<file path="src/rtl/vbs_pkg.sv">
// package: shared types, constants and helpers of the vibration burst sequencer
`default_nettype none

package vbs_pkg;

  // pattern queue geometry
  localparam int unsigned QUEUE_DEPTH = 8;
  localparam int unsigned PTR_W       = (QUEUE_DEPTH > 1) ? $clog2(QUEUE_DEPTH) : 1;
  localparam int unsigned CNT_W       = $clog2(QUEUE_DEPTH + 1);

  // field widths
  localparam int unsigned MS_W     = 16;
  localparam int unsigned LEVEL_W  = 16;
  localparam int unsigned RES_W    = 5;
  localparam int unsigned WAIT_W   = 4;
  localparam int unsigned CFG_IDX_W  = 2;
  localparam int unsigned CFG_DATA_W = 16;

  // full-scale resolution limits
  localparam logic [RES_W-1:0] RES_MIN = RES_W'(1);
  localparam logic [RES_W-1:0] RES_MAX = RES_W'(LEVEL_W);

  typedef enum logic {
    FUNC_ENQUEUE = 1'b0,
    FUNC_TICK    = 1'b1
  } func_e;

  typedef enum logic [CFG_IDX_W-1:0] {
    CFG_MIN_INTENSITY = 2'd0,
    CFG_PWM_RES_BITS  = 2'd1,
    CFG_GAP_MS        = 2'd2
  } cfg_idx_e;

  typedef enum logic [3:0] {
    PH_IDLE = 4'b0001,
    PH_ON   = 4'b0010,
    PH_OFF  = 4'b0100,
    PH_GAP  = 4'b1000
  } phase_e;

  typedef struct packed {
    logic [LEVEL_W-1:0] level;
    logic [MS_W-1:0]    period_count;
    logic [MS_W-1:0]    on_ms;
    logic [MS_W-1:0]    off_ms;
  } pattern_t;

  typedef struct packed {
    logic               func;
    logic [MS_W-1:0]    off_ms;
    logic [MS_W-1:0]    on_ms;
    logic [MS_W-1:0]    period_count;
    logic [LEVEL_W-1:0] level;
    logic               full_scale;
  } item_t;

  typedef struct packed {
    logic [LEVEL_W-1:0] drive_level;
    logic               busy_res;
    logic [WAIT_W-1:0]  waiting;
    logic               dropped;
  } result_t;

  typedef struct packed {
    logic [LEVEL_W-1:0] min_intensity;
    logic [RES_W-1:0]   res_bits;
    logic [MS_W-1:0]    gap_ms;
  } cfg_t;

  // queue request from the sequencer
  typedef struct packed {
    logic             push;
    pattern_t         push_pat;
    logic             push_empty;
    logic [CNT_W-1:0] pop_n;
  } fifo_op_t;

  // queue view toward the sequencer
  typedef struct packed {
    logic [CNT_W-1:0] count;
    logic             found;
    logic [PTR_W-1:0] skip;
    pattern_t         pat;
  } fifo_look_t;

  // a pattern that ends as soon as it starts
  function automatic logic pat_is_empty(pattern_t p);
    return (p.period_count == '0) || ((p.on_ms == '0) && (p.off_ms == '0));
  endfunction

  // ring index wrap, sum stays below twice the depth
  function automatic logic [PTR_W-1:0] wrap_idx(logic [PTR_W:0] s);
    logic [PTR_W:0] r;
    r = (s >= (PTR_W+1)'(QUEUE_DEPTH)) ? s - (PTR_W+1)'(QUEUE_DEPTH) : s;
    return r[PTR_W-1:0];
  endfunction

endpackage

`default_nettype wire

</file>
<file path="src/rtl/vbs_if.sv">
// interfaces: input item channel and result item channel
`default_nettype none

interface vbs_in_if;
  import vbs_pkg::*;
  logic               valid;
  logic               ready;
  logic               func;
  logic [MS_W-1:0]    off_ms;
  logic [MS_W-1:0]    on_ms;
  logic [MS_W-1:0]    period_count;
  logic [LEVEL_W-1:0] level;
  logic               full_scale;

  modport source (output valid, func, off_ms, on_ms, period_count, level, full_scale,
                  input ready);
  modport sink   (input valid, func, off_ms, on_ms, period_count, level, full_scale,
                  output ready);
endinterface

interface vbs_out_if;
  import vbs_pkg::*;
  logic               valid;
  logic               ready;
  logic [LEVEL_W-1:0] drive_level;
  logic               busy_res;
  logic [WAIT_W-1:0]  waiting;
  logic               dropped;

  modport source (output valid, drive_level, busy_res, waiting, dropped, input ready);
  modport sink   (input valid, drive_level, busy_res, waiting, dropped, output ready);
endinterface

`default_nettype wire

</file>
<file path="src/rtl/vbs_fifo.sv">
// pattern queue: ring storage, empty flags and leading-empty scan
`default_nettype none

module vbs_fifo import vbs_pkg::*; (
  input  wire logic       clk_i,
  input  wire logic       rst_ni,
  input  wire logic       en_i,
  input  wire logic       scan_i,
  input  wire fifo_op_t   op_i,
  output      fifo_look_t look_o
);

  pattern_t         mem_q [QUEUE_DEPTH];
  logic             empty_q [QUEUE_DEPTH];
  logic [PTR_W-1:0] head_q, head_d;
  logic [CNT_W-1:0] count_q, count_d;
  logic [PTR_W-1:0] wr_idx;
  logic [PTR_W-1:0] rd_idx;
  logic             found;
  logic [PTR_W-1:0] skip;

  assign wr_idx = wrap_idx((PTR_W+1)'(head_q) + (PTR_W+1)'(count_q));

  // first non-empty entry from the head, or the head when not scanning
  always_comb begin
    found = 1'b0;
    skip  = '0;
    if (!scan_i) begin
      found = (count_q != '0);
    end else begin
      for (int k = QUEUE_DEPTH - 1; k >= 0; k--) begin
        if ((CNT_W'(k) < count_q) &&
            !empty_q[wrap_idx((PTR_W+1)'(head_q) + (PTR_W+1)'(k))]) begin
          found = 1'b1;
          skip  = PTR_W'(k);
        end
      end
    end
  end

  assign rd_idx = wrap_idx((PTR_W+1)'(head_q) + (PTR_W+1)'(skip));

  assign look_o.count = count_q;
  assign look_o.found = found;
  assign look_o.skip  = skip;
  assign look_o.pat   = mem_q[rd_idx];

  always_comb begin
    head_d  = wrap_idx((PTR_W+1)'(head_q) + (PTR_W+1)'(op_i.pop_n));
    count_d = count_q + CNT_W'(op_i.push) - op_i.pop_n;
  end

  always_ff @(posedge clk_i or negedge rst_ni) begin
    if (!rst_ni) begin
      head_q  <= '0;
      count_q <= '0;
    end else if (en_i) begin
      head_q  <= head_d;
      count_q <= count_d;
    end
  end

  always_ff @(posedge clk_i) begin
    if (en_i && op_i.push) begin
      mem_q[wr_idx]   <= op_i.push_pat;
      empty_q[wr_idx] <= op_i.push_empty;
    end
  end

`ifndef SYNTHESIS
  a_count_bound: assert property (@(posedge clk_i) disable iff (!rst_ni)
    count_q <= CNT_W'(QUEUE_DEPTH))
    else $error("queue count above depth");
  a_push_room: assert property (@(posedge clk_i) disable iff (!rst_ni)
    (en_i && op_i.push) |-> (count_q < CNT_W'(QUEUE_DEPTH)) && (op_i.pop_n == '0))
    else $error("push into full queue or with pop");
  a_pop_bound: assert property (@(posedge clk_i) disable iff (!rst_ni)
    en_i |-> (op_i.pop_n <= count_q))
    else $error("pop beyond queue contents");
`endif

endmodule

`default_nettype wire

</file>
<file path="src/rtl/vbs_seq.sv">
// sequencer: phase state, countdowns and per-item next-state logic
`default_nettype none

module vbs_seq import vbs_pkg::*; (
  input  wire logic       clk_i,
  input  wire logic       rst_ni,
  input  wire logic       en_i,
  input  wire item_t      item_i,
  input  wire cfg_t       cfg_i,
  input  wire fifo_look_t look_i,
  output      logic       scan_o,
  output      fifo_op_t   op_o,
  output      result_t    res_o
);

  phase_e           ph_q, ph_d;
  logic [MS_W-1:0]  cd_q, cd_d;
  logic [MS_W-1:0]  pl_q, pl_d;
  pattern_t         cur_q, cur_d;

  logic [RES_W-1:0]   res_c;
  logic [LEVEL_W-1:0] full_lvl;
  logic [LEVEL_W-1:0] req_lvl;
  pattern_t           enq_pat;
  pattern_t           start_pat;
  logic               start;
  logic               done;
  logic               dropped;
  logic [CNT_W-1:0]   count_next;

  assign scan_o = (cfg_i.gap_ms == '0);

  // level resolved at enqueue
  always_comb begin
    if (cfg_i.res_bits < RES_MIN) begin
      res_c = RES_MIN;
    end else if (cfg_i.res_bits > RES_MAX) begin
      res_c = RES_MAX;
    end else begin
      res_c = cfg_i.res_bits;
    end
    full_lvl = {LEVEL_W{1'b1}} >> (RES_MAX - res_c);
    req_lvl  = item_i.full_scale ? full_lvl : item_i.level;
    if (req_lvl < cfg_i.min_intensity) begin
      req_lvl = cfg_i.min_intensity;
    end
    enq_pat.level        = req_lvl;
    enq_pat.period_count = item_i.period_count;
    enq_pat.on_ms        = item_i.on_ms;
    enq_pat.off_ms       = item_i.off_ms;
  end

  always_comb begin
    ph_d      = ph_q;
    cd_d      = cd_q;
    pl_d      = pl_q;
    cur_d     = cur_q;
    start     = 1'b0;
    start_pat = cur_q;
    done      = 1'b0;
    dropped   = 1'b0;
    op_o      = '0;
    op_o.push_pat   = enq_pat;
    op_o.push_empty = pat_is_empty(enq_pat);

    if (item_i.func == FUNC_ENQUEUE) begin
      if (ph_q == PH_IDLE) begin
        start     = 1'b1;
        start_pat = enq_pat;
        cur_d     = enq_pat;
      end else if (look_i.count < CNT_W'(QUEUE_DEPTH)) begin
        op_o.push = 1'b1;
      end else begin
        dropped = 1'b1;
      end
    end else if (ph_q != PH_IDLE) begin
      if (cd_q > MS_W'(1)) begin
        cd_d = cd_q - MS_W'(1);
      end else begin
        // phase ends on this tick
        unique case (ph_q)
          PH_ON: begin
            if (cur_q.off_ms != '0) begin
              ph_d = PH_OFF;
              cd_d = cur_q.off_ms;
            end else if (pl_q != MS_W'(1)) begin
              pl_d = pl_q - MS_W'(1);
              ph_d = PH_ON;
              cd_d = cur_q.on_ms;
            end else begin
              done = 1'b1;
            end
          end
          PH_OFF: begin
            if (pl_q == MS_W'(1)) begin
              done = 1'b1;
            end else begin
              pl_d = pl_q - MS_W'(1);
              ph_d = (cur_q.on_ms != '0) ? PH_ON : PH_OFF;
              cd_d = (cur_q.on_ms != '0) ? cur_q.on_ms : cur_q.off_ms;
            end
          end
          PH_GAP: begin
            start = 1'b1;
          end
          default: begin
            ph_d = PH_IDLE;
          end
        endcase
      end
    end

    if (start) begin
      if (pat_is_empty(start_pat)) begin
        done = 1'b1;
      end else begin
        ph_d = (start_pat.on_ms != '0) ? PH_ON : PH_OFF;
        cd_d = (start_pat.on_ms != '0) ? start_pat.on_ms : start_pat.off_ms;
        pl_d = start_pat.period_count;
      end
    end

    if (done) begin
      if (look_i.count != '0) begin
        op_o.pop_n = look_i.found ? CNT_W'(look_i.skip) + CNT_W'(1) : look_i.count;
        cur_d      = look_i.pat;
        if (cfg_i.gap_ms != '0) begin
          ph_d = PH_GAP;
          cd_d = cfg_i.gap_ms;
        end else if (look_i.found) begin
          // leading empty patterns skipped, this one is live
          ph_d = (look_i.pat.on_ms != '0) ? PH_ON : PH_OFF;
          cd_d = (look_i.pat.on_ms != '0) ? look_i.pat.on_ms : look_i.pat.off_ms;
          pl_d = look_i.pat.period_count;
        end else begin
          ph_d = PH_IDLE;
          cd_d = '0;
          pl_d = '0;
        end
      end else begin
        ph_d = PH_IDLE;
        cd_d = '0;
        pl_d = '0;
      end
    end
  end

  assign count_next = look_i.count + CNT_W'(op_o.push) - op_o.pop_n;

  always_comb begin
    res_o.drive_level = (ph_d == PH_ON) ? cur_d.level : '0;
    res_o.busy_res    = (ph_d != PH_IDLE);
    res_o.waiting     = WAIT_W'(count_next);
    res_o.dropped     = dropped;
  end

  always_ff @(posedge clk_i or negedge rst_ni) begin
    if (!rst_ni) begin
      ph_q  <= PH_IDLE;
      cd_q  <= '0;
      pl_q  <= '0;
      cur_q <= '0;
    end else if (en_i) begin
      ph_q  <= ph_d;
      cd_q  <= cd_d;
      pl_q  <= pl_d;
      cur_q <= cur_d;
    end
  end

`ifndef SYNTHESIS
  a_busy_cd: assert property (@(posedge clk_i) disable iff (!rst_ni)
    (ph_q != PH_IDLE) |-> (cd_q != '0))
    else $error("busy phase with zero countdown");
  a_idle_empty: assert property (@(posedge clk_i) disable iff (!rst_ni)
    (ph_q == PH_IDLE) |-> (look_i.count == '0))
    else $error("idle with patterns queued");
  a_on_live: assert property (@(posedge clk_i) disable iff (!rst_ni)
    (ph_q == PH_ON) |-> (cur_q.on_ms != '0) && (pl_q != '0))
    else $error("on phase of an empty pattern");
`endif

endmodule

`default_nettype wire

</file>
<file path="src/rtl/vibration_burst_sequencer.sv">
// top level: handshake registers, configuration registers, queue and sequencer
//
// channel   | dir | handshake       | payload
// ----------+-----+-----------------+--------------------------------------------
// in_ch     | in  | valid / ready   | func off_ms on_ms period_count level full_scale
// out_ch    | out | valid / ready   | drive_level busy_res waiting dropped
// cfg       | in  | cfg_we_i        | cfg_idx_i cfg_data_i
//
// one result item per input item; an accepted input passes the input register, then the result register
// one item per cycle sustained while out_ch.ready stays high: the whole step is one pass of sequencer logic
// between the input register and the result register, fed by the 8-entry queue
// a stalled result holds the result register; the input register keeps filling
// until both are full, then in_ch.ready drops
// reset clears phase, countdowns, queue pointers and config (resolution to 8)
`default_nettype none

module vibration_burst_sequencer import vbs_pkg::*; (
  input  wire logic                  clk_i,
  input  wire logic                  rst_ni,
  vbs_in_if.sink                     in_ch,
  vbs_out_if.source                  out_ch,
  input  wire logic                  cfg_we_i,
  input  wire logic [CFG_IDX_W-1:0]  cfg_idx_i,
  input  wire logic [CFG_DATA_W-1:0] cfg_data_i
);

  // input register stage
  logic       s1_valid_q;
  item_t      s1_item_q;
  // result register stage
  logic       res_valid_q;
  result_t    res_q;
  // configuration
  cfg_t       cfg_q;

  logic       advance;
  fifo_op_t   fifo_op;
  fifo_look_t fifo_look;
  logic       scan;
  result_t    step_res;

  // step happens when the input register holds an item and the result register is free or drains this cycle
  assign advance      = s1_valid_q && (!res_valid_q || out_ch.ready);
  assign in_ch.ready  = !s1_valid_q || advance;

  always_ff @(posedge clk_i or negedge rst_ni) begin
    if (!rst_ni) begin
      s1_valid_q <= 1'b0;
    end else if (in_ch.ready) begin
      s1_valid_q <= in_ch.valid;
    end
  end

  // payload register, no reset needed
  always_ff @(posedge clk_i) begin
    if (in_ch.ready && in_ch.valid) begin
      s1_item_q.func         <= in_ch.func;
      s1_item_q.off_ms       <= in_ch.off_ms;
      s1_item_q.on_ms        <= in_ch.on_ms;
      s1_item_q.period_count <= in_ch.period_count;
      s1_item_q.level        <= in_ch.level;
      s1_item_q.full_scale   <= in_ch.full_scale;
    end
  end

  // config writes land at once, expected only with no item in flight
  always_ff @(posedge clk_i or negedge rst_ni) begin
    if (!rst_ni) begin
      cfg_q.min_intensity <= '0;
      cfg_q.res_bits      <= RES_W'(8);
      cfg_q.gap_ms        <= '0;
    end else if (cfg_we_i) begin
      unique case (cfg_idx_i)
        CFG_MIN_INTENSITY: cfg_q.min_intensity <= cfg_data_i[LEVEL_W-1:0];
        CFG_PWM_RES_BITS:  cfg_q.res_bits      <= cfg_data_i[RES_W-1:0];
        CFG_GAP_MS:        cfg_q.gap_ms        <= cfg_data_i[MS_W-1:0];
        default: begin
          // unmapped index, write ignored
        end
      endcase
    end
  end

  vbs_fifo u_fifo (
    .clk_i  (clk_i),
    .rst_ni (rst_ni),
    .en_i   (advance),
    .scan_i (scan),
    .op_i   (fifo_op),
    .look_o (fifo_look)
  );

  vbs_seq u_seq (
    .clk_i  (clk_i),
    .rst_ni (rst_ni),
    .en_i   (advance),
    .item_i (s1_item_q),
    .cfg_i  (cfg_q),
    .look_i (fifo_look),
    .scan_o (scan),
    .op_o   (fifo_op),
    .res_o  (step_res)
  );

  // result register, holds while the sink stalls
  always_ff @(posedge clk_i or negedge rst_ni) begin
    if (!rst_ni) begin
      res_valid_q <= 1'b0;
    end else if (advance) begin
      res_valid_q <= 1'b1;
    end else if (out_ch.ready) begin
      res_valid_q <= 1'b0;
    end
  end

  always_ff @(posedge clk_i) begin
    if (advance) begin
      res_q <= step_res;
    end
  end

  assign out_ch.valid       = res_valid_q;
  assign out_ch.drive_level = res_q.drive_level;
  assign out_ch.busy_res    = res_q.busy_res;
  assign out_ch.waiting     = res_q.waiting;
  assign out_ch.dropped     = res_q.dropped;

`ifndef SYNTHESIS
  a_no_overwrite: assert property (@(posedge clk_i) disable iff (!rst_ni)
    (res_valid_q && !out_ch.ready) |-> !advance)
    else $error("result overwritten while stalled");
  a_ready_when_free: assert property (@(posedge clk_i) disable iff (!rst_ni)
    !s1_valid_q |-> in_ch.ready)
    else $error("input stalled with empty input register");
  a_result_follows: assert property (@(posedge clk_i) disable iff (!rst_ni)
    advance |=> res_valid_q)
    else $error("step without result");
`endif

endmodule

`default_nettype wire
</file>
<file path="src/flat_wrapper.sv">
// flat-port wrapper written by rule: the top's interface ports become plain ports
module vibration_burst_sequencer_flat import vbs_pkg::*;
  (clk_i, rst_ni, cfg_we_i, cfg_idx_i, cfg_data_i, in_ch_valid, in_ch_func, in_ch_off_ms, in_ch_on_ms, in_ch_period_count, in_ch_level, in_ch_full_scale, in_ch_ready, out_ch_valid, out_ch_drive_level, out_ch_busy_res, out_ch_waiting, out_ch_dropped, out_ch_ready);
  vbs_in_if in_ch_i ();
  vbs_out_if out_ch_i ();
  input  wire logic clk_i;
  input  wire logic rst_ni;
  input  wire logic cfg_we_i;
  input  wire logic [CFG_IDX_W-1:0] cfg_idx_i;
  input  wire logic [CFG_DATA_W-1:0] cfg_data_i;
  input wire logic [$bits(in_ch_i.valid)-1:0] in_ch_valid;
  input wire logic [$bits(in_ch_i.func)-1:0] in_ch_func;
  input wire logic [$bits(in_ch_i.off_ms)-1:0] in_ch_off_ms;
  input wire logic [$bits(in_ch_i.on_ms)-1:0] in_ch_on_ms;
  input wire logic [$bits(in_ch_i.period_count)-1:0] in_ch_period_count;
  input wire logic [$bits(in_ch_i.level)-1:0] in_ch_level;
  input wire logic [$bits(in_ch_i.full_scale)-1:0] in_ch_full_scale;
  output wire logic [$bits(in_ch_i.ready)-1:0] in_ch_ready;
  output wire logic [$bits(out_ch_i.valid)-1:0] out_ch_valid;
  output wire logic [$bits(out_ch_i.drive_level)-1:0] out_ch_drive_level;
  output wire logic [$bits(out_ch_i.busy_res)-1:0] out_ch_busy_res;
  output wire logic [$bits(out_ch_i.waiting)-1:0] out_ch_waiting;
  output wire logic [$bits(out_ch_i.dropped)-1:0] out_ch_dropped;
  input wire logic [$bits(out_ch_i.ready)-1:0] out_ch_ready;
  assign in_ch_i.valid = in_ch_valid;
  assign in_ch_i.func = in_ch_func;
  assign in_ch_i.off_ms = in_ch_off_ms;
  assign in_ch_i.on_ms = in_ch_on_ms;
  assign in_ch_i.period_count = in_ch_period_count;
  assign in_ch_i.level = in_ch_level;
  assign in_ch_i.full_scale = in_ch_full_scale;
  assign in_ch_ready = in_ch_i.ready;
  assign out_ch_valid = out_ch_i.valid;
  assign out_ch_drive_level = out_ch_i.drive_level;
  assign out_ch_busy_res = out_ch_i.busy_res;
  assign out_ch_waiting = out_ch_i.waiting;
  assign out_ch_dropped = out_ch_i.dropped;
  assign out_ch_i.ready = out_ch_ready;
  vibration_burst_sequencer u_core (.clk_i(clk_i), .rst_ni(rst_ni), .in_ch(in_ch_i), .out_ch(out_ch_i), .cfg_we_i(cfg_we_i), .cfg_idx_i(cfg_idx_i), .cfg_data_i(cfg_data_i));
endmodule
</file>
<file path="config.mk">
export PLATFORM = sky130hd
export DESIGN_NAME = vibration_burst_sequencer_flat
export DESIGN_NICKNAME = d
export VERILOG_FILES = /design/src/rtl/vbs_pkg.sv /design/src/rtl/vbs_if.sv /design/src/rtl/vbs_fifo.sv /design/src/rtl/vbs_seq.sv /design/src/rtl/vibration_burst_sequencer.sv /design/src/flat_wrapper.sv
export SDC_FILE = /design/constraint.sdc
export NUM_CORES = 1
export LEC_CHECK = 0
export BUFFER_PORTS_ARGS = -buffer_cell sky130_fd_sc_hd__buf_2
export CAP_MARGIN = 10
export CORE_UTILIZATION = 58
export DETAILED_ROUTE_END_ITERATION = 8
export GPL_TIMING_DRIVEN = 0
export MAX_ROUTING_LAYER = met4
export PLACE_DENSITY = 0.79
export SETUP_SLACK_MARGIN = 0.2
export SKIP_CTS_REPAIR_TIMING = 1
export SLEW_MARGIN = 25
export SYNTH_ARGS = -nofsm -noshare
export SYNTH_HDL_FRONTEND = slang
export SYNTH_SLANG_ARGS = --single-unit
</file>
<file path="constraint.sdc">
create_clock -name clk_i -period 9.3 [get_ports clk_i]
set_clock_uncertainty 0.1 [all_clocks]
set_input_delay 0.93 -clock clk_i [delete_from_list [all_inputs] [get_ports clk_i]]
set_output_delay 0.93 -clock clk_i [all_outputs]
set_load 0.02 [all_outputs]
</file>
# After elaboration in Yosys (flattened, before gate mapping)
# Memory sizes are Yosys's and may differ from the RTL's.
# Index checks and enable logic that the tools add are counted.
dict set report totals {
  reg_bits 234
  mem_bits_rw 520
  in_bits 89
  output_inout_bits 24
  word_cells 242
  n_memories 2
}
dict set report op_classes {
  n_addsub 27
  magnitude_cmp 24
  eq_ne 11
  shifts 1
  muxes 107
  reduce_logical 46
}
# memory words word_bits read_ports rd_ports_with_merged_regs wr line_no
set memory_table {}
lappend memory_table {u_core.u_fifo.mem_q 8 64 1 0 1 vbs_fifo.sv:13} ;# pattern_t mem_q [QUEUE_DEPTH];
lappend memory_table {u_core.u_fifo.empty_q 8 1 8 0 1 vbs_fifo.sv:14} ;# logic empty_q [QUEUE_DEPTH];
# operator count
set op_table {}
lappend op_table {{16-bit 2-to-1 mux} 29}
lappend op_table {{64-bit 2-to-1 mux} 4}
lappend op_table {{16-bit zero test} 7}
lappend op_table {{16-bit nonzero test} 5}
lappend op_table {{3-bit 2-to-1 mux} 24}
lappend op_table {{16-bit one-hot mux with 2 select lines} 2}
lappend op_table {{4-bit 2-to-1 mux} 14}
lappend op_table {{4-bit greater-or-equal comparator, second input constant} 10}
lappend op_table {{3-bit by 1-bit subtractor with 3-bit output, second input constant} 11}
lappend op_table {{16-bit by 1-bit subtractor with 16-bit output, second input constant} 2}
lappend op_table {{1-bit 2-to-1 mux} 30}
lappend op_table {{3-bit by 3-bit adder with 4-bit output, second input constant} 4}
lappend op_table {{16-bit by 1-bit == test with 1-bit output, second input constant} 1}
lappend op_table {{16-bit by 1-bit > comparator with 1-bit output, second input constant} 1}
lappend op_table {{16-bit < comparator} 1}
lappend op_table {{3-bit by 4-bit < comparator with 1-bit output, first input constant} 4}
lappend op_table {{16-bit by 1-bit != test with 1-bit output, second input constant} 1}
lappend op_table {{16-bit by 5-bit >> shifter with 16-bit output, first input constant} 1}
lappend op_table {{1-bit logical AND} 13}
lappend op_table {{4-bit one-hot mux with 3 select lines} 1}
lappend op_table {{1-bit zero test} 10}
lappend op_table {{5-bit 2-to-1 mux} 2}
lappend op_table {{3-bit by 1-bit adder with 4-bit output, second input constant} 2}
lappend op_table {{3-bit by 2-bit adder with 4-bit output, second input constant} 2}
lappend op_table {{other kinds (25)} 35}

# Logic depth before layout (Yosys ltp)
# An unclocked memory read counts as a cell.
dict set report depth {
  depth_word 26
  depth_mapped 26
  mapped_depth_nobuf 21
}

# By module
# Synthesis repeated with hierarchy kept, for this count alone.
dict set report unflattened {
  cells_unflattened 2335
  hier_area_um2 34544.4
}
# mod n_inst cells_per_inst area_each_um2 seq_area_each_um2
set by_module_without_submodules {}
lappend by_module_without_submodules {vbs_fifo 1 878 20953.8 15790.1}
lappend by_module_without_submodules {vbs_seq 1 1282 9459.1 2503.7}
lappend by_module_without_submodules {vibration_burst_sequencer 1 175 4131.5 3619.7}

# Least setup slack after synthesis
# OpenSTA, ideal clock, no wires.
dict set report synth_path {
  path_type {input-to-reg}
  from {in out_ch_ready}
  to {mem u_core.u_fifo.empty_q[4] (enable)}
  setup_ns 0.568
  arrival_time_ns 6.418
  required_time_ns 8.632
  setup_slack_ns 2.214
  path_stages 7
  n_path_buf 2
  cell_sequence {nand2b_1 nand2_1 inv_1 clkbuf_1 buf_1 nand3_1 nor3_1}
}
dict set report synth_between {
  elab_chain_cells 5
}
# element line_no
set synth_lines {}
lappend synth_lines {{start: declaration} flat_wrapper.sv:24} ;# input wire logic [$bits(out_ch_i.ready)-1:0] out_ch_ready;
lappend synth_lines {{1-bit logical OR} vibration_burst_sequencer.sv:43} ;# assign advance = s1_valid_q && (!res_valid_q || out_ch.ready);
lappend synth_lines {{1-bit logical AND} vibration_burst_sequencer.sv:43}
lappend synth_lines {{1-bit logical AND} vbs_fifo.sv:64} ;# if (en_i && op_i.push) begin
lappend synth_lines {{1-bit 2-to-1 mux} vbs_fifo.sv:64}
lappend synth_lines {{1-bit 2-to-1 mux (not written as such)} vbs_fifo.sv:66} ;# empty_q[wr_idx] <= op_i.push_empty;
lappend synth_lines {{end: declaration} vbs_fifo.sv:14}
# Every way passes these cells.

# Worst setup path after layout
dict set report layout_path {
  from {reg u_core.u_fifo.head_q[1]}
  to {reg u_core.res_q (netlist bit u_core.out_ch.drive_level[6]) (data pin)}
}
dict set report layout_between {
  elab_chain_cells 26
  word_cells_on_any_way 80
  cone_classes {add/sub: 17; order compare: 9; eq/ne: 1; mux: 34; reduce/logical: 17; memory: 2}
}
# element line_no
set layout_lines {}
lappend layout_lines {{start: declaration} vbs_fifo.sv:15} ;# logic [PTR_W-1:0] head_q, head_d;
lappend layout_lines {{start signal: assignment} vbs_fifo.sv:55} ;# head_q <= '0;
lappend layout_lines {{start signal: assignment} vbs_fifo.sv:58} ;# head_q <= head_d;
lappend layout_lines {{3-bit by 3-bit adder with 4-bit output} vbs_fifo.sv:33} ;# !empty_q[wrap_idx((PTR_W+1)'(head_q) + (PTR_W+1)'(k))]) begin
lappend layout_lines {{4-bit greater-or-equal comparator / 3-bit by 1-bit subtractor with 3-bit output (equally long branches)} vbs_pkg.sv:94} ;# r = (s >= (PTR_W+1)'(QUEUE_DEPTH)) ? s - (PTR_W+1)'(QUEUE_DEPTH) : s;
lappend layout_lines {{3-bit 2-to-1 mux} vbs_pkg.sv:94}
lappend layout_lines {{memory 8 x 1 bit} -}
lappend layout_lines {{1-bit zero test} vbs_fifo.sv:33}
lappend layout_lines {{1-bit logical AND} vbs_fifo.sv:32} ;# if ((CNT_W'(k) < count_q) &&
lappend layout_lines {{3-bit 2-to-1 mux (8 in a row)} vbs_fifo.sv:32}
lappend layout_lines {{3-bit 2-to-1 mux} vbs_fifo.sv:28} ;# if (!scan_i) begin
lappend layout_lines {{[... 3 more ...]} -}
lappend layout_lines {{memory 8 x 64 bit} -}
lappend layout_lines {{16-bit nonzero test} vbs_seq.sv:132} ;# ph_d = (look_i.pat.on_ms != '0) ? PH_ON : PH_OFF;
lappend layout_lines {{3-bit 2-to-1 mux} vbs_seq.sv:132}
lappend layout_lines {{3-bit 2-to-1 mux} vbs_seq.sv:130} ;# end else if (look_i.found) begin
lappend layout_lines {{4-bit 2-to-1 mux} vbs_seq.sv:127} ;# if (cfg_i.gap_ms != '0) begin
lappend layout_lines {{4-bit 2-to-1 mux} vbs_seq.sv:124} ;# if (look_i.count != '0) begin
lappend layout_lines {{4-bit 2-to-1 mux} vbs_seq.sv:123} ;# if (done) begin
lappend layout_lines {{4-bit by 2-bit == test with 1-bit output} vbs_seq.sv:151} ;# res_o.drive_level = (ph_d == PH_ON) ? cur_d.level : '0;
lappend layout_lines {{end signal: assignment} vibration_burst_sequencer.sv:118} ;# res_q <= step_res;
lappend layout_lines {{end: declaration} vibration_burst_sequencer.sv:32} ;# result_t res_q;
# Several ways; a longest one is shown, not always the timed one.
# A chain may end at the register's enable or synchronous reset.

==> impl_metrics.py <==
metrics = {
    "cells_and_area": {
        "syn2layout_area_growth_pct": 15.1,
        "fin_nets": 2637,
        "drive_above_1_share_pct": 21.0,
        "fillers": 3812,
        "multi_input_area_mm2": 0.0111,
        "final_util_pct": 67.4,
        "final_area_mm2": 0.0388,
        "seqCellArea_mm2": 0.0219,
    },
    "pwr": {
        "powerDensity_mw_per_mm2": 245,
        "finalPower_mw": 9.52,
        "leakagePower_nw": 13.5,
        "ir_drop_v": 0.000232,
    },
    "clocking": {
        "cts_buffer_depth": 3,
        "clkSlewWorstSetupHoldPaths_ps": 60,
        "numCtsBuffers": 78,
        "cts-root-buf": "clkbuf_16",
        "htreeDepth": 3,
        "cts.sinks": 754,
        "insertion_delay_ps": 650,
        "cts_tree": "yes",
    },
    "logic_synthesis": {
        "synth_compound_area_share_pct": 10.2,
        "synth_edf_count": 608,
        "ys_types": 86,
        "yosys_most_used_dff": "edfxtp_1",
        "netlist_instances": 2272,
        "yosys_warnings": 0,
        "synth_area_mm2": 0.0337,
        "synth-async-reset-ratio_pct": 19.4,
        "yosys.area_share.xor_xnor_pct": 0.727,
        "synth_top_family_by_area": "multiplexers",
        "synth_top_area_share_pct": 54.1,
        "synthSimpleGateAreaFrac_pct": 7.01,
        "yosysMostFrequentCell": "edfxtp_1",
        "netlist_top_cells_count": "edfxtp_1 (608), nand2_1 (166), dfrtp_1 (144)",
        "seq_area_frac_synth_pct": 65.0,
        "synth_area_per_cell_um2": 14.8,
        "synth.area.mux_share_pct": 13.2,
        "yosysTopAreaCell": "edfxtp_1",
        "ys_ff_latch": 754,
        "syn_nets": 2400,
        "ys_top_cells_by_area": "edfxtp_1 (54%), dfrtp_1 (11%), mux4_2 (9.3%)",
        "synth-adder-area-share_pct": 1.51,
    },
    "setup_path": {
        "reg2reg_from": "u_core.u_fifo.head_q[1]$_DFFE_PN0P_",
        "required_ps": 9560,
        "critPathMaxStageDelay_ps": 820,
        "critPathKind": "flop to flop",
        "crit_buf_inv": 8,
        "setup.worst_path.start": "u_core.u_fifo.head_q[1]$_DFFE_PN0P_",
        "critPathSlowestCell": "buf_1",
        "crit_family": "buffers and inverters",
        "end_kind": "flop",
        "arrival_ps": 8950,
        "start_kind": "flop",
        "critPathMaxFanout": 10,
    },
    "drt": {
        "ant_nets": 0,
        "drc": 0,
        "wl_per_cell_um": 32.4,
        "avgViaCountPerCell": 6.96,
        "wirelength_um": 108000,
        "drtIter0Drc": 3217,
        "dr.pass1.iters": 6,
        "vias": 23300,
    },
    "sta": {
        "rsz0062_at_grt": "no",
        "layout_setup_ws_ps": 613,
        "slew_headroom_pct": 29.0,
        "setup_viol": 0,
        "drv_slew": 0,
        "final_period_minus_worst_setup_slack_ps": 8690,
        "holdWs_ps": 190,
        "hold_viol": 0,
        "tightest_slew_ps": 1070,
        "max_freq_mhz": 115,
        "min_period_over_period_pct": 93.4,
    },
    "worst_hold_path": {
        "hold_class": "input pin to async pin",
    },
    "floorplanning": {
        "core_area_mm2": 0.0576,
        "io_pins": 113,
        "die_h_um": 243,
        "die_area_mm2": 0.0591,
        "rows": 88,
        "die_x_um": 243,
        "initial_utilization_pct": 58.6,
    },
    "grt": {
        "antenna_found_initial": 1,
        "grt_pass1_vias": 23000,
        "grt_usage_pct": 38.1,
        "grt_pass1_wl_um": 156000,
        "grt-ovfl-total": 0,
        "grt_start_max_net_pins": 82,
    },
    "place": {
        "place.gp.congestion": 1.02,
        "place_area_mm2": 0.0360,
        "hpwl_um": 75000,
        "pre_cts_ws_ps": 1010,
        "io_buffers": 112,
    },
    "run": {
        "cap_violations": 0,
    },
    "outcome": {
        "outcome": "finished clean",
    },
}
[stage by stage]
| stage | instances | setup TNS [ps] |
|---|---|---|
| 6_report | 3340 | 0 |
| 3_5_place_dp | 3194 | 0 |
| 3_3_place_gp | 3149 | -608140 |
| 2_1_floorplan | 2272 | 0 |
| 4_1_cts | 3338 | 0 |
| 5_1_grt | 3340 | 0 |
[cells in the final DEF, fill, tap and decap left out, types with 10 or more instances in the layout]
cell type	n
dfrtp_1	144
a22oi_1	26
clkbuf_1	100
and3_1	28
a31oi_1	16
buf_2	136
a211oi_1	45
mux2_2	43
a21o_1	12
xnor2_1	13
nand4_1	11
mux4_2	139
nand3_1	38
nand2b_1	14
buf_12	16
ha_1	36
clkinv_2	12
bufinv_16	13
nand2_1	166
buf_6	10
o21ai_0	103
a21oi_1	136
clkbuf_16	79
a22o_1	22
nor4_1	47
mux2_1	18
buf_4	20
xor2_1	15
mux2i_1	63
edfxtp_1	608
o22a_1	41
inv_1	46
o21ai_1	12
nor3_1	25
o211ai_1	19
nor2_1	93
[worst reg2reg max path: stages (launching register included)]
cell and delay, ps:
dfrtp_1 440, buf_6 170, buf_6 140, buf_4 180
inv_1 130, ha_1 410, mux4_2 560, mux2_2 300
o22a_1 240, a21boi_0 160, o21a_1 220, xnor2_1 130
ha_1 460, clkbuf_1 630, buf_1 820, mux4_2 520
nor4_1 280, and4_1 250, clkbuf_1 590, o21ai_0 230
a211oi_1 320, nor2_1 170, a22o_1 270, and4_4 230
buf_4 220, and3_1 220
[where the power goes]
part | switching [mW] | total, mW | internal [mW]
clock | 1.39 | 3.35 | 1.97
combinational | 1.25 | 1.98 | 0.730
sequential | 0.226 | 4.19 | 3.97
total | 2.86 | 9.52 | 6.67
[cell families after synthesis]
family,after synthesis
buf+inv,185
mux,263
fa+ha+maj,39
xor+xnor,28
simple gates,483
flops,754
compound gates,520
[path summary, 6_finish.rpt]
kind / end / slack, ps / depth (start not counted)
setup / recovery: u_core.out_ch.drive_level[6]$_SDFFCE_PP0P_ / 610 / 25
hold / removal: u_core.u_seq.cur_q[56]$_DFFE_PN0P_ / 190 / 1
setup reg to reg: u_core.out_ch.drive_level[6]$_SDFFCE_PP0P_ / 610 / 25
hold reg to reg: u_core.out_ch.valid$_DFFE_PN0P_ / 410 / 1
max in group asynchronous: u_core.u_seq.cur_q[21]$_DFFE_PN0P_ / 8080 / 2
min in group clk_i: u_core.s1_item_q[37]$_DFFE_PP_ / 350 / 1
[final cells by class]
type,count,area share [%]
clock buffers,92,5.27
well taps,765,2.47
repair buffers,157,3.29
flip-flops and latches,754,56.4
plain buffers,139,1.66
diodes,2,0.0129
clock inverters,52,1.85
inverters,46,0.445
multi-input cells,1333,28.6
[state kept, by name, summed over array words and instances, names as in the netlist]
register / flops
u_core.u_fifo.mem_q: 512
u_core.s1_item_q: 66
u_core.u_seq.cur_q: 64
u_core.cfg_q: 37
u_core.out_ch.drive_level: 16
u_core.u_seq.cd_q: 16
u_core.u_seq.pl_q: 16
u_core.u_fifo.empty_q: 8
u_core.out_ch.waiting: 4
u_core.u_fifo.count_q: 4
u_core.u_seq.ph_q: 4
u_core.u_fifo.head_q: 3
u_core.out_ch.busy_res: 1
u_core.out_ch.dropped: 1
u_core.out_ch.valid: 1
u_core.s1_valid_q: 1
[per-layer routing]
layer | vias to the layer above | wire (µm) | GRT usage, %
li1 | 9490 | - | -
met1 | 11800 | 42500 | 51.6
met2 | 1628 | 49600 | 56.2
met3 | 361 | 11400 | 8.48
met4 | 0 | 4800 | 15.9
met5 | - | 0 | -
Power figures use the tool's default switching activity.
